--- config.mk ---
export PLATFORM = sky130hd
export DESIGN_NAME = ttl_cell
export DESIGN_NICKNAME = d
export VERILOG_FILES = /design/src/rtl/core/ttl_pkg.sv /design/src/rtl/core/ttl_cell.sv
export SDC_FILE = /design/constraint.sdc
export NUM_CORES = 1
export LEC_CHECK = 0
export ABC_AREA = 1
export BUFFER_PORTS_ARGS = -buffer_cell sky130_fd_sc_hd__buf_4
export CAP_MARGIN = 20
export CORE_ASPECT_RATIO = 1.1
export CORE_MARGIN = 5
export CORE_UTILIZATION = 50
export CTS_BUF_LIST = sky130_fd_sc_hd__clkbuf_4
export CTS_CLUSTER_DIAMETER = 60
export CTS_CLUSTER_SIZE = 16
export DETAILED_ROUTE_END_ITERATION = 8
export PLACE_DENSITY = 0.74
export SYNTH_ARGS = -nofsm -noshare
export SYNTH_HDL_FRONTEND = slang
export SYNTH_SLANG_ARGS = --single-unit
--- constraint.sdc ---
create_clock -name clk -period 4.4 [get_ports clk]
set_input_delay 0.22 -clock clk [delete_from_list [all_inputs] [get_ports clk]]
set_output_delay 0.22 -clock clk [all_outputs]
set_load 0.005 [all_outputs]
--- src/rtl/core/ttl_pkg.sv ---
`default_nettype none

package ttl_pkg;

  localparam int KEY_W  = 32;
  localparam int TIME_W = 31;
  localparam int EXP_W  = 32;
  localparam int CNT_W  = 7;

  localparam logic [CNT_W-1:0] CNT_MAX = {CNT_W{1'b1}};

  localparam logic [1:0] CMD_GENERATE = 2'd0;
  localparam logic [1:0] CMD_RENEW    = 2'd1;
  localparam logic [1:0] CMD_COUNT    = 2'd2;

  localparam logic [1:0] ST_DONE    = 2'd0;
  localparam logic [1:0] ST_IGNORED = 2'd1;
  localparam logic [1:0] ST_FULL    = 2'd2;

  // request as it travels down the row of cells
  typedef struct packed {
    logic              active;
    logic [1:0]        cmd;
    logic [KEY_W-1:0]  key;
    logic [TIME_W-1:0] now;
    logic [EXP_W-1:0]  expiry;
    logic              found;
    logic              placed;
    logic [CNT_W-1:0]  cnt;
  } carry_t;

endpackage

`default_nettype wire

--- src/rtl/core/ttl_cell.sv ---
`default_nettype none

module ttl_cell (
  input  wire             clk,
  input  wire             rst,
  input  wire             advance,
  input  ttl_pkg::carry_t carry_in,
  output ttl_pkg::carry_t carry_out
);

  import ttl_pkg::*;

  logic             valid;
  logic [KEY_W-1:0] key;
  logic [EXP_W-1:0] expiry;

  logic             hit;
  logic             do_insert;
  logic             do_renew;
  logic             valid_next;
  logic [EXP_W-1:0] expiry_next;
  logic             live;
  carry_t           carry_next;

  always_comb begin
    hit       = valid && (key == carry_in.key);
    do_insert = carry_in.active && (carry_in.cmd == CMD_GENERATE) && !valid &&
                !carry_in.found && !carry_in.placed;
    do_renew  = carry_in.active && (carry_in.cmd == CMD_RENEW) && hit;

    valid_next  = valid || do_insert;
    expiry_next = (do_insert || do_renew) ? carry_in.expiry : expiry;
    live        = valid_next && (expiry_next > {1'b0, carry_in.now});

    carry_next        = carry_in;
    carry_next.placed = carry_in.placed || do_insert;
    carry_next.found  = carry_in.found || (carry_in.active && hit &&
                        ((carry_in.cmd == CMD_GENERATE) || (carry_in.cmd == CMD_RENEW)));
    if (live && (carry_in.cnt != CNT_MAX)) begin
      carry_next.cnt = carry_in.cnt + 1'b1;
    end
  end

  always_ff @(posedge clk) begin
    if (rst) begin
      valid     <= 1'b0;
      carry_out <= '0;
    end else if (advance) begin
      valid     <= valid_next;
      carry_out <= carry_next;
    end
  end

  always_ff @(posedge clk) begin
    if (advance && do_insert) begin
      key <= carry_in.key;
    end
    if (advance) begin
      expiry <= expiry_next;
    end
  end

endmodule

`default_nettype wire

==> results_dict.tcl <==
set metrics [dict create \
    finalInstanceArea_um2 10700 \
    yosys_warnings 0 \
    cts_buffers 17 \
    fill_cells 1098 \
    grt_max_degree 141 \
    status "finished, final reports clean" \
    wl_mm 20.7 \
    die_h_um 139 \
    combPwrFrac_pct 17.1 \
    synth_edf_count 64 \
    p_switching_uw 842 \
    grt_usage_pct 23.2 \
    rsz0062_at_grt "false" \
    fin_crit_sh_pct 89.1 \
    seqCellArea_um2 4080 \
    vias 6689 \
    timing.hold.ws_ns 0.259 \
    p_int_uw 2520 \
    path_class "flip-flop to flip-flop" \
    leakagePower_uw 0.00492 \
    clk_pin_slew_ns 0.14 \
    max_cap_viol_count 0 \
    netlist_instances 823 \
    crit_top_cell "nand2_1" \
    ys_ff_latch 172 \
    nNetsFinal 1277 \
    clk_latency_ns 0.54 \
    dp.cells 1202 \
    dp_hpwl_mm 13.6 \
    layout-drive-gt1-share_pct 26.2 \
    syn_area_um2 7510 \
    synth_fp_nets 965 \
    grt_pass1_wl_mm 33.2 \
    postRouteAntennaNets 0 \
    antenna_found_initial 1 \
    ys_types 31 \
    place_area_um2 9270 \
    power.density_nw_per_um2 313 \
    fp.dieArea_um2 17600 \
    start_util_pct 50.5 \
    reg2reg_slack_ns 0.48 \
    final_cells 1346 \
    post-route-util_pct 72.0 \
    critPathCaptureType "flip-flop" \
    cts_root_buffer "clkbuf_4" \
    postCtsSetupBuffers 0 \
    dr.pass1.iters 4 \
    fin_crit_ns 3.92 \
    syn_avg_cell_area_um2 9.12 \
    via_per_inst 4.97 \
    drt_iter0_drc 338 \
    htree_levels 4 \
    worst_pin_slew_ns 1.01 \
    reg2reg_to "carry_out[3]" \
    swShare_pct 25.1 \
    crit_start "key[3]" \
    relSlewSlack_pct 32.9 \
    avgRoutedWirePerCell_um 15.4 \
    reg2reg_depth 28 \
    fmax_mhz 255 \
    setup_violations 0 \
    synth_ff_type "dfxtp_1" \
    endpoint "carry_out[3]" \
    fin_setup_tns_ns 0 \
    async_flop_share_pct 0 \
    cp_slowest_stage_delay_ns 0.43 \
    cts_tree "done" \
    yosysSeqAreaShare_pct 54.4 \
    portBuffers 216 \
    critPathSlowestCell "edfxtp_1" \
    clockBufferDepth 2 \
    grt_overflow_total 0 \
    p_seq_share_pct 53.0 \
    multi_input_area_um2 2970 \
    num_rows 47 \
    hold_violations 0 \
    cp.required_ns 4.85 \
    clkSinkCount 172 \
    worstPathMaxFanout 28 \
    core_area_um2 14900 \
    report.final.slew_viol_count 0 \
    area_delta_synth_final_pct 42.7 \
    drc 0 \
    hold_path.class "primary input to flip-flop" \
    clock_power_share_pct 29.9 \
    grt_pass1_vias 6717 \
    finalClockSkew_ns 0.0254 \
    io_pins 217 \
    r2r_start "key[3]" \
    setup.worst_path.start_class "flip-flop" \
    crit_arrival_ns 4.37 \
    die_x_um 127 \
    place.gp.congestion 0.794 \
    ir_drop_uv 221 \
]
-- per-layer routing --
| layer | wire length, um | GRT usage, % |
|---|---|---|
| met5 | 0 | 0 |
| met4 | 488 | 8.70 |
| met3 | 1340 | 6.01 |
| met2 | 10400 | 39.8 |
| met1 | 8500 | 28.0 |
-- synth_stat cells (3+ instances only) --
library cell | n | area share, %
nor2_1 | 140 | 7.0
dfxtp_1 | 108 | 29
o21ai_0 | 105 | 7.0
nand2_1 | 82 | 4.1
inv_1 | 79 | 3.9
a21oi_1 | 65 | 4.3
edfxtp_1 | 64 | 26
ha_1 | 32 | 5.3
mux2_2 | 30 | 4.5
clkbuf_1 | 28 | 1.4
nand3_1 | 17 | 1.1
nand4_1 | 10 | 0.83
xor2_1 | 10 | 1.2
buf_1 | 7 | 0.35
xnor2_1 | 7 | 0.82
inv_2 | 5 | 0.25
o21ai_1 | 5 | 0.33
or2_1 | 5 | 0.42
nand2_4 | 4 | 0.60
buf_4 | 3 | 0.30
nor3_1 | 3 | 0.20
-- metrics by stage --
step	setup slack (ns)	total power (uW)
after floorplan	1.19	2040
after global placement	0.495	2300
after detailed placement	0.425	2300
after CTS	0.382	3390
after global routing	0.0221	3530
final	0.478	3360
-- worst min-delay path by stage --
stage	cells past startpoint	endpoint	slack, ns	from
global route	2	carry_out[50]	0.28	advance
CTS	2	carry_out[47]	0.26	advance
finish	2	carry_out[50]	0.26	advance
floorplan	0	key[0]	0.32	carry_in[72]
detailed placement	1	key[4]	0.41	carry_in[76]
global placement	1	key[29]	0.41	carry_in[101]
-- kinds of logic after synthesis --
kind of cell	count (synthesis)	share of synthesized area (%)
buf+inv	122	6.25
flops	172	54.4
mux	30	4.50
compound gates	179	12.2
simple gates	271	15.4
fa+ha+maj	32	5.33
xor+xnor	17	1.98
-- power by group through the flow --
stage	Clock, uW	Sequential (uW)	Combinational [uW]
2_1_floorplan	0	1820	221
3_3_place_gp	0	1810	484
3_5_place_dp	0	1810	490
4_1_cts	1030	1780	572
5_1_grt	1100	1790	636
6_report	1000	1780	574
-- area by class of cell --
| type | instances | share of cell area, % |
|---|---|---|
| clock inverters | 12 | 1.60 |
| inverters | 84 | 2.94 |
| well taps | 196 | 2.29 |
| multi-input cells | 529 | 27.7 |
| clock buffers | 20 | 1.40 |
| repair buffers | 331 | 25.9 |
| flip-flops and latches | 172 | 38.1 |
| diodes | 2 | 0.0467 |
-- flip-flops by register name (all words and copies together) (netlist names) --
name       count
expiry        32
key           32
valid          1
carry_out    107
-- critical path: cells and delay by family, from the launching register on --
kind | cells | cell delay (ns)
and+or+nand+nor | 23 | 2.51
DFF | 1 | 0.43
muxes | 1 | 0.39
adders and majority gates | 1 | 0.30
AOI/OAI and AO/OA | 2 | 0.15
buffers and inverters | 1 | 0.04
-- cell usage in the layout (no fill, tap or decap), types with 2 or more instances in the layout --
cell,synthesis,layout
o21ai_0,105,105
a21o_1,2,2
nor2_1,140,139
o21ai_1,5,5
or2_0,2,2
or2_1,5,5
bufinv_16,0,4
nor2_2,1,2
a21oi_1,65,65
inv_2,5,6
dlygate4sd3_1,0,109
mux2_2,30,30
clkinv_4,0,2
diode_2,0,2
buf_4,3,220
xnor2_1,7,7
inv_1,79,78
nand3_1,17,17
edfxtp_1,64,64
xor2_1,10,10
nand4_1,10,10
nand2_1,82,82
or2_2,2,2
nand2_4,4,3
ha_1,32,32
dfxtp_1,108,108
clkbuf_4,0,20
nor3_1,3,3
clkinv_1,0,2
nand3_2,2,2
clkinv_2,0,2
-- timing repair --
item	4_1_cts	5_1_grt
resized for setup	0	1
hold buffers	109	0
endpoints found under the setup margin	0	4
endpoints found under the hold margin	169	0
Power figures use the tool's default switching activity.
